File: src/rtl/core/pid_deadzone_clamped_defines.svh
// ----------------------------------------------------------------------------
// PID controller assertion macros
// Concurrent assertion helpers shared by the PID controller RTL. They expand
// to nothing when SYNTHESIS is defined.
// ----------------------------------------------------------------------------
`ifndef PID_DEADZONE_CLAMPED_DEFINES_SVH
`define PID_DEADZONE_CLAMPED_DEFINES_SVH

`ifndef SYNTHESIS
// Same-cycle implication, sampled on clk, off while rst_n is low.
`define PDZ_ASSERT_NOW(lbl, ante, cons) \
    lbl: assert property (@(posedge clk) disable iff (!rst_n) (ante) |-> (cons)) \
        else $error("pdz: same-cycle check failed");
// Next-cycle implication, sampled on clk, off while rst_n is low.
`define PDZ_ASSERT_NEXT(lbl, ante, cons) \
    lbl: assert property (@(posedge clk) disable iff (!rst_n) (ante) |=> (cons)) \
        else $error("pdz: next-cycle check failed");
`else
`define PDZ_ASSERT_NOW(lbl, ante, cons)
`define PDZ_ASSERT_NEXT(lbl, ante, cons)
`endif

`endif

File: src/rtl/core/pdz_pkg.sv
// ----------------------------------------------------------------------------
// PID controller package
// Widths, register indexes, reset values and transfer payload types.
// ----------------------------------------------------------------------------
package pdz_pkg;

    localparam int ERROR_BITS     = 12;
    localparam int GAIN_FRAC_BITS = 8;

    localparam int GAIN_W  = 16;
    localparam int ACC_W   = 16;
    localparam int ILIM_W  = 15;
    localparam int OLIM_W  = 15;
    localparam int DB_W    = 11;
    localparam int DRIVE_W = 16;

    localparam int CFG_IDX_W  = 3;
    localparam int CFG_DATA_W = 16;

    // Integral update, dead band compare and derivative widths.
    localparam int ASUM_W = ((ACC_W > ERROR_BITS) ? ACC_W : ERROR_BITS) + 1;
    localparam int CMP_W  = (ERROR_BITS > DB_W) ? ERROR_BITS : DB_W;
    localparam int DER_W  = ERROR_BITS + 1;

    // Product and sum widths.
    localparam int PP_W  = GAIN_W + ERROR_BITS;
    localparam int PI_W  = GAIN_W + ACC_W;
    localparam int PD_W  = GAIN_W + DER_W;
    localparam int SUM_W = ((PI_W > PD_W) ? PI_W : PD_W) + 2;
    localparam int SH_W  = SUM_W - GAIN_FRAC_BITS;

    localparam logic [ILIM_W-1:0] ILIM_RESET = ILIM_W'(100);
    localparam logic [OLIM_W-1:0] OLIM_RESET = OLIM_W'(200);
    localparam logic [DB_W-1:0]   DB_RESET   = DB_W'(8);

    typedef enum logic [CFG_IDX_W-1:0] {
        CFG_GAIN_P         = 3'd0,
        CFG_GAIN_I         = 3'd1,
        CFG_GAIN_D         = 3'd2,
        CFG_INTEGRAL_LIMIT = 3'd3,
        CFG_OUTPUT_LIMIT   = 3'd4,
        CFG_DEAD_BAND      = 3'd5
    } cfg_idx_t;

    typedef enum logic {
        FUNC_STEP  = 1'b0,
        FUNC_CLEAR = 1'b1
    } func_t;

    typedef struct packed {
        func_t                        func;
        logic signed [ERROR_BITS-1:0] error_in;
    } sample_t;

    typedef struct packed {
        logic signed [DRIVE_W-1:0] drive;
        logic                      in_dead_band;
        logic                      saturated;
    } result_t;

endpackage

File: src/rtl/core/pdz_stream_if.sv
// ----------------------------------------------------------------------------
// PID controller stream interfaces
// Valid/ready channels for error samples and controller results.
// ----------------------------------------------------------------------------
interface pdz_sample_if;
    import pdz_pkg::*;

    logic    valid;
    logic    ready;
    sample_t data;

    modport source (output valid, output data, input ready);
    modport sink   (input valid, input data, output ready);
endinterface

interface pdz_result_if;
    import pdz_pkg::*;

    logic    valid;
    logic    ready;
    result_t data;

    modport source (output valid, output data, input ready);
    modport sink   (input valid, input data, output ready);
endinterface

File: src/rtl/core/pid_deadzone_clamped.sv
// ----------------------------------------------------------------------------
// Positional PID controller with dead band and anti-windup
// Fixed-point PID step on a signed error with integral clamp and saturated
// output, as a four-register pipeline that takes one sample per cycle unless stalled.
// ----------------------------------------------------------------------------
//
//  channel | direction | payload                          | handshake
//  --------+-----------+----------------------------------+-------------
//  sample  | in        | func, error_in                   | valid/ready
//  result  | out       | drive, in_dead_band, saturated   | valid/ready
//  cfg     | in        | cfg_index, cfg_data              | cfg_we only
//
// From the input register a sample passes the state update into stage 1, the
// gain multipliers into stage 2 and sum/shift/saturate into the result register.
// One sample is accepted every cycle unless stalled; the integral and previous
// error are updated within the state-update stage, a loop that sets the rate.
// Reset clears the stored state and loads the register reset values.
// A stalled result holds its register; each stage refills as soon as the
// stage after it frees, so samples keep entering until all stages are full.
`include "pid_deadzone_clamped_defines.svh"

module pid_deadzone_clamped (
    input  logic                           clk,
    input  logic                           rst_n,
    input  logic                           cfg_we,
    input  logic [pdz_pkg::CFG_IDX_W-1:0]  cfg_index,
    input  logic [pdz_pkg::CFG_DATA_W-1:0] cfg_data,
    pdz_sample_if.sink                     sample,
    pdz_result_if.source                   result
);
    import pdz_pkg::*;

    // Configuration registers.
    logic signed [GAIN_W-1:0] gain_p_reg;
    logic signed [GAIN_W-1:0] gain_i_reg;
    logic signed [GAIN_W-1:0] gain_d_reg;
    logic [ILIM_W-1:0]        integral_limit_reg;
    logic [OLIM_W-1:0]        output_limit_reg;
    logic [DB_W-1:0]          dead_band_reg;

    // Controller state.
    logic signed [ACC_W-1:0]      accum_reg;
    logic signed [ERROR_BITS-1:0] prev_reg;

    // Pipeline registers.
    logic                         s0_valid_reg;
    sample_t                      s0_data_reg;
    logic                         s1_valid_reg;
    logic                         s1_zero_reg;
    logic                         s1_dz_reg;
    logic signed [ERROR_BITS-1:0] s1_err_reg;
    logic signed [ACC_W-1:0]      s1_acc_reg;
    logic signed [DER_W-1:0]      s1_der_reg;
    logic                         s2_valid_reg;
    logic                         s2_zero_reg;
    logic                         s2_dz_reg;
    logic signed [PP_W-1:0]       s2_pp_reg;
    logic signed [PI_W-1:0]       s2_pi_reg;
    logic signed [PD_W-1:0]       s2_pd_reg;
    logic                         out_valid_reg;
    result_t                      out_data_reg;

    // Flow control: each stage moves when the one after it is free.
    logic out_free;
    logic s2_free;
    logic s2_adv;
    logic s1_free;
    logic s1_adv;
    logic s0_free;
    logic s0_adv;
    logic take;

    // State-update stage signals.
    logic signed [ERROR_BITS-1:0] err;
    logic [ERROR_BITS-1:0]        err_mag;
    logic                         s0_dz;
    logic                         s0_zero;
    logic signed [ASUM_W-1:0]     acc_sum;
    logic signed [ASUM_W-1:0]     acc_lim;
    logic signed [ASUM_W-1:0]     acc_clamped;
    logic signed [ACC_W-1:0]      accum_next;
    logic signed [ERROR_BITS-1:0] prev_next;
    logic signed [DER_W-1:0]      der;

    // Output stage signals.
    logic signed [SUM_W-1:0]   pid_sum;
    logic signed [SH_W-1:0]    pid_shift;
    logic signed [DRIVE_W-1:0] drive_lim;
    logic signed [SH_W-1:0]    out_lim;
    logic signed [SH_W-1:0]    pid_clamped;
    logic                      pid_hit;
    result_t                   out_next;

    assign out_free = !out_valid_reg || result.ready;
    assign s2_free  = !s2_valid_reg || out_free;
    assign s2_adv   = s2_valid_reg && out_free;
    assign s1_free  = !s1_valid_reg || s2_free;
    assign s1_adv   = s1_valid_reg && s2_free;
    assign s0_free  = !s0_valid_reg || s1_free;
    assign s0_adv   = s0_valid_reg && s1_free;
    assign take     = sample.valid && s0_free;

    assign sample.ready = s0_free;
    assign result.valid = out_valid_reg;
    assign result.data  = out_data_reg;

    // ------------------------------------------------------------------
    // Configuration writes. Unknown indexes are ignored.
    // ------------------------------------------------------------------
    always_ff @(posedge clk or negedge rst_n)
    begin
        if (!rst_n)
        begin
            gain_p_reg         <= '0;
            gain_i_reg         <= '0;
            gain_d_reg         <= '0;
            integral_limit_reg <= ILIM_RESET;
            output_limit_reg   <= OLIM_RESET;
            dead_band_reg      <= DB_RESET;
        end
        else if (cfg_we)
        begin
            unique case (cfg_idx_t'(cfg_index))
                CFG_GAIN_P:         gain_p_reg         <= $signed(cfg_data[GAIN_W-1:0]);
                CFG_GAIN_I:         gain_i_reg         <= $signed(cfg_data[GAIN_W-1:0]);
                CFG_GAIN_D:         gain_d_reg         <= $signed(cfg_data[GAIN_W-1:0]);
                CFG_INTEGRAL_LIMIT: integral_limit_reg <= cfg_data[ILIM_W-1:0];
                CFG_OUTPUT_LIMIT:   output_limit_reg   <= cfg_data[OLIM_W-1:0];
                CFG_DEAD_BAND:      dead_band_reg      <= cfg_data[DB_W-1:0];
                default:            ;
            endcase
        end
    end

    // ------------------------------------------------------------------
    // State update: dead band test, integral clamp and derivative. The
    // magnitude is taken as unsigned so the most negative error is exact.
    // ------------------------------------------------------------------
    always_comb
    begin
        err     = s0_data_reg.error_in;
        err_mag = err[ERROR_BITS-1] ? (~err + ERROR_BITS'(1)) : err;
        s0_dz   = (s0_data_reg.func == FUNC_STEP)
                  && (CMP_W'(err_mag) < CMP_W'(dead_band_reg));
        s0_zero = (s0_data_reg.func == FUNC_CLEAR) || s0_dz;

        acc_sum = ASUM_W'(accum_reg) + ASUM_W'(err);
        acc_lim = ASUM_W'($signed({1'b0, integral_limit_reg}));
        if (acc_sum > acc_lim)
        begin
            acc_clamped = acc_lim;
        end
        else if (acc_sum < -acc_lim)
        begin
            acc_clamped = -acc_lim;
        end
        else
        begin
            acc_clamped = acc_sum;
        end

        der = DER_W'(err) - DER_W'(prev_reg);

        if (s0_zero)
        begin
            accum_next = '0;
            prev_next  = '0;
        end
        else
        begin
            accum_next = ACC_W'(acc_clamped);
            prev_next  = err;
        end
    end

    // ------------------------------------------------------------------
    // Output: floor shift of the gain sum and saturation to the limit.
    // ------------------------------------------------------------------
    always_comb
    begin
        pid_sum   = SUM_W'(s2_pp_reg) + SUM_W'(s2_pi_reg) + SUM_W'(s2_pd_reg);
        pid_shift = SH_W'(pid_sum >>> GAIN_FRAC_BITS);
        drive_lim = DRIVE_W'($signed({1'b0, output_limit_reg}));
        out_lim   = SH_W'(drive_lim);
        pid_hit   = 1'b0;
        if (pid_shift > out_lim)
        begin
            pid_clamped = out_lim;
            pid_hit     = 1'b1;
        end
        else if (pid_shift < -out_lim)
        begin
            pid_clamped = -out_lim;
            pid_hit     = 1'b1;
        end
        else
        begin
            pid_clamped = pid_shift;
        end

        out_next.in_dead_band = s2_dz_reg;
        if (s2_zero_reg)
        begin
            out_next.drive     = '0;
            out_next.saturated = 1'b0;
        end
        else
        begin
            out_next.drive     = DRIVE_W'(pid_clamped);
            out_next.saturated = pid_hit;
        end
    end

    // ------------------------------------------------------------------
    // Control state: valid bits and the controller state.
    // ------------------------------------------------------------------
    always_ff @(posedge clk or negedge rst_n)
    begin
        if (!rst_n)
        begin
            s0_valid_reg  <= 1'b0;
            s1_valid_reg  <= 1'b0;
            s2_valid_reg  <= 1'b0;
            out_valid_reg <= 1'b0;
            accum_reg     <= '0;
            prev_reg      <= '0;
        end
        else
        begin
            if (s0_free)
            begin
                s0_valid_reg <= sample.valid;
            end
            if (s1_free)
            begin
                s1_valid_reg <= s0_valid_reg;
            end
            if (s2_free)
            begin
                s2_valid_reg <= s1_valid_reg;
            end
            if (out_free)
            begin
                out_valid_reg <= s2_valid_reg;
            end
            if (s0_adv)
            begin
                accum_reg <= accum_next;
                prev_reg  <= prev_next;
            end
        end
    end

    // ------------------------------------------------------------------
    // Payload registers, loaded when their stage takes a new sample.
    // ------------------------------------------------------------------
    always_ff @(posedge clk)
    begin
        if (take)
        begin
            s0_data_reg <= sample.data;
        end
        if (s0_adv)
        begin
            s1_zero_reg <= s0_zero;
            s1_dz_reg   <= s0_dz;
            s1_err_reg  <= err;
            s1_acc_reg  <= accum_next;
            s1_der_reg  <= der;
        end
        if (s1_adv)
        begin
            s2_zero_reg <= s1_zero_reg;
            s2_dz_reg   <= s1_dz_reg;
            s2_pp_reg   <= PP_W'(gain_p_reg) * PP_W'(s1_err_reg);
            s2_pi_reg   <= PI_W'(gain_i_reg) * PI_W'(s1_acc_reg);
            s2_pd_reg   <= PD_W'(gain_d_reg) * PD_W'(s1_der_reg);
        end
        if (s2_adv)
        begin
            out_data_reg <= out_next;
        end
    end

    // ------------------------------------------------------------------
    // Assertions.
    // ------------------------------------------------------------------
    `PDZ_ASSERT_NOW(a_free_input, !s0_valid_reg, sample.ready)
    `PDZ_ASSERT_NEXT(a_zero_clears_state, s0_adv && s0_zero,
                     accum_reg == '0 && prev_reg == '0)
    `PDZ_ASSERT_NOW(a_dead_band_zero, result.valid && result.data.in_dead_band,
                    result.data.drive == '0 && !result.data.saturated)
    `PDZ_ASSERT_NOW(a_saturated_at_limit, result.valid && result.data.saturated,
                    result.data.drive == drive_lim || result.data.drive == -drive_lim)

endmodule
File: src/flat_wrapper.sv
// flat-port wrapper written by rule: the top's interface ports become plain ports
module pid_deadzone_clamped_flat import pdz_pkg::*;
  (clk, rst_n, cfg_we, cfg_index, cfg_data, sample_valid, sample_data, sample_ready, result_valid, result_data, result_ready);
  pdz_sample_if sample_i ();
  pdz_result_if result_i ();
  input  logic clk;
  input  logic rst_n;
  input  logic cfg_we;
  input  logic [pdz_pkg::CFG_IDX_W-1:0] cfg_index;
  input  logic [pdz_pkg::CFG_DATA_W-1:0] cfg_data;
  input wire logic [$bits(sample_i.valid)-1:0] sample_valid;
  input wire logic [$bits(sample_i.data)-1:0] sample_data;
  output wire logic [$bits(sample_i.ready)-1:0] sample_ready;
  output wire logic [$bits(result_i.valid)-1:0] result_valid;
  output wire logic [$bits(result_i.data)-1:0] result_data;
  input wire logic [$bits(result_i.ready)-1:0] result_ready;
  assign sample_i.valid = sample_valid;
  assign sample_i.data = sample_data;
  assign sample_ready = sample_i.ready;
  assign result_valid = result_i.valid;
  assign result_data = result_i.data;
  assign result_i.ready = result_ready;
  pid_deadzone_clamped u_core (.clk(clk), .rst_n(rst_n), .cfg_we(cfg_we), .cfg_index(cfg_index), .cfg_data(cfg_data), .sample(sample_i), .result(result_i));
endmodule
File: config.mk
export PLATFORM = sky130hd
export DESIGN_NAME = pid_deadzone_clamped_flat
export DESIGN_NICKNAME = d
export VERILOG_FILES = /design/src/rtl/core/pdz_pkg.sv /design/src/rtl/core/pdz_stream_if.sv /design/src/rtl/core/pid_deadzone_clamped.sv /design/src/flat_wrapper.sv
export VERILOG_INCLUDE_DIRS = /design/src /design/src/rtl/core
export SDC_FILE = /design/constraint.sdc
export NUM_CORES = 2
export LEC_CHECK = 0
export BUFFER_PORTS_ARGS = -buffer_cell sky130_fd_sc_hd__buf_2
export CAP_MARGIN = 10
export CORE_MARGIN = 1
export CORE_UTILIZATION = 40
export CTS_BUF_LIST = sky130_fd_sc_hd__clkbuf_16
export DETAILED_ROUTE_END_ITERATION = 10
export HOLD_SLACK_MARGIN = 0.12
export PLACE_DENSITY = 0.63
export REMOVE_ABC_BUFFERS = 1
export SYNTH_ARGS = -nofsm -noshare
export SYNTH_HDL_FRONTEND = slang
export SYNTH_SLANG_ARGS = --single-unit
File: constraint.sdc
create_clock -name clk -period 15.72 [get_ports clk]
set_clock_uncertainty 0.05 [all_clocks]
set_input_delay 2.358 -clock clk [delete_from_list [all_inputs] [get_ports clk]]
set_output_delay 2.358 -clock clk [all_outputs]
set_load 0.02 [all_outputs]
==> run_results.csv <==
group,metric,value,unit
worst_setup_path,worstPathRequired,15.99,ns
worst_setup_path,path_cells,"nand2_1 -> fa_1 -> fa_1 -> fa_1 -> inv_1 -> fa_1 -> fa_1 -> inv_1 -> fa_1 -> inv_1 -> ha_1 -> and2_1 -> a41oi_1 -> a2111oi_0 -> a211o_1 -> o41a_1 -> a221oi_1 -> o21ai_0 -> a21oi_1 -> xnor2_1",
final_layout,area_delta_synth_final,6.72,%
cts,clockBufferDepth,3,
place,dp_hpwl,79500,um
timing,setup_violations,0,
worst_setup_path,slowest_delay,0.73,ns
timing,fin_tns_setup,0,ns
grt,grtUsageTotal,20.5,%
yosys,postSynthAreaPerCell,9.90,um^2
cts,cts_resized,0,
cts,clk_latency,0.59,ns
cts,cts-htree-levels,2,
worst_setup_path,cp.arrival,7.35,ns
cts,post_cts_buffers,0,
grt,grt.overflow.total,0,
cts,cts_root_buf,"clkbuf_16",
yosys,synthTopCellsByArea,"fa_1 33%, edfxtp_1 12%, ha_1 11%, inv_1 7.6%, dfrtp_1 7.1%",
yosys,synth_top_area_share,33.2,%
yosys,synth-warning-count,0,
grt,antenna_found_initial,8,
final_layout,final_nets,5119,
route,drtIter0Drc,1532,
worst_setup_path,timing_worst_setup_path_type,"flip-flop to flip-flop",
grt,grt_max_degree,71,
timing,worst_pin_slew,1.12,ns
die,fp.dieW,319,um
worst_setup_path,crit_fanout,17,
route,drt_pass1_iterations,5,
timing,rsz0062_at_grt,"false",
job,maxCapViolations,0,
worst_setup_path,end_kind,"flip-flop",
timing,drv_slew,0,
die,die-area,102000,um^2
yosys,synthArstFlopShare,42.3,%
die,io_pins,57,
final_layout,largest_register_ffs,32,
final_layout,final_common_cell,"inv_1",
timing,slew_headroom,25.1,%
route,route.detailed.drc,0,
timing,timing.fmax,141,MHz
yosys,seq_area_frac_synth,19.8,%
cts,clkTransAtPathRegs,0.06,ns
route,vias,27500,
route,vias_per_cell,5.11,
place,numPortBuffers,56,
yosys,ys_types,81,
grt,grt_pass1_vias,29800,
place,place_congestion,0.854,
min_path,min_path_type,"flip-flop to flip-flop",
final_layout,final_cell_mix,"822 x inv_1, 668 x fa_1, 457 x nand2_1",
cts,cts_sinks,286,
worst_setup_path,crit_slowest_cell,"dfrtp_1",
timing,period_share,45.0,%
yosys,synth_edf_count,165,
worst_setup_path,cp_common_cell,"fa_1",
cts,cts_buffers,36,
die,rows,116,
outcome,run_status,"completed",
die,core_region_area,100000,um^2
timing,final_hold_viol_count,0,
final_layout,stdcell_count,5385,
grt,grt_pass1_wl,163000,um
yosys,synthCells,4073,
worst_setup_path,critPathLaunchType,"flip-flop",
route,wl_per_cell,18.6,um
die,die_h,319,um
place,dp_cells,5316,
yosys,ys_ff_latch,286,
yosys,synthesis.area,40300,um^2
timing,period_minus_slack,7.07,ns
route,detail-route-antenna-nets,0,
yosys,synth_top_flop_cell,"edfxtp_1",
cts,tritoncts,"built",
cts,ctsHoldBuffers,0,
yosys,yosysTopAreaCell,"fa_1",
final_layout,drive_gt1_share,6.29,%
die,initial_core_util,40.3,%
route,wl,100000,um
==> layout make-up <==
| cell class | count | area [um^2] |
|---|---|---|
| Fill cell | 9577 | 57000 |
| Sequential cell | 286 | 7990 |
| Clock buffer | 36 | 901 |
| Timing Repair Buffer | 69 | 384 |
| Antenna cell | 3 | 7.51 |
| Multi-Input combinational cell | 2840 | 28800 |
| Inverter | 823 | 3090 |
| Tap cell | 1298 | 1620 |
| Clock inverter | 30 | 224 |
==> worst paths after layout <==
kind | start | cells after the start | slack (ns) | endpoint
max | u_core.gain_i_reg[11] | 20 | 8.65 | u_core.s2_pi_reg[30]
min | u_core.s2_dz_reg | 0 | 0.40 | u_core.result.data[1]
max reg2reg | u_core.gain_i_reg[11] | 20 | 8.65 | u_core.s2_pi_reg[30]
min reg2reg | u_core.s2_dz_reg | 0 | 0.40 | u_core.result.data[1]
max in group asynchronous | rst_n | 2 | 12.47 | u_core.gain_p_reg[5]
min in group asynchronous | rst_n | 1 | 1.71 | u_core.output_limit_reg[14]
==> worst max-delay path, delay by kind of cell, from the launching register on <==
family / cells / cell delay [ns]
fa+ha+maj: 7 / 3.37
compound gates: 7 / 2.09
flops: 1 / 0.73
simple gates: 2 / 0.37
buf+inv: 3 / 0.15
xor+xnor: 1 / 0.08
==> cells by family (layout without fill, tap and decap cells) <==
kind of cell | Yosys count | count (layout) | synth area share [%]
flops | 286 | 286 | 19.8
simple gates | 1114 | 1114 | 13.6
mux | 88 | 88 | 2.43
xor+xnor | 168 | 168 | 3.65
other cells | 0 | 3 | 0
fa+ha+maj | 1026 | 1026 | 44.3
buf+inv | 947 | 958 | 8.84
compound gates | 444 | 444 | 7.34
==> stage by stage <==
stage	worst slack, ns	area [um^2]	hold slack, ns	utilization (%)
after floorplan	9.32	39800	0.350	-
after global placement	8.75	41900	0.364	41.9
after detailed placement	8.66	41900	0.363	41.9
after CTS	8.63	43000	0.388	43.0
after global routing	8.21	43000	0.402	43.0
final	8.65	43000	0.396	43.0
==> routing by layer <==
layer | global-route usage (%) | routed length, um | part of all wire [%]
met5 | 0 | 32 | 0.032
met4 | 7.38 | 3900 | 3.9
met3 | 2.46 | 4480 | 4.5
met2 | 35.9 | 49400 | 49
met1 | 25.9 | 42400 | 42
==> synthesized netlist by cell type, drive strengths merged, types with 100 or more instances <==
cell type,n
inv,821
fa,668
nand2,458
ha,358
and2,270
edfxtp,165
nor2,125
xnor2,124
a21oi,121
clkbuf,121
dfrtp,114
o21ai,100
Power is left out: the tool's default activity adds up to more than one toggle a clock period on the data nets, which glitch-free logic cannot reach.
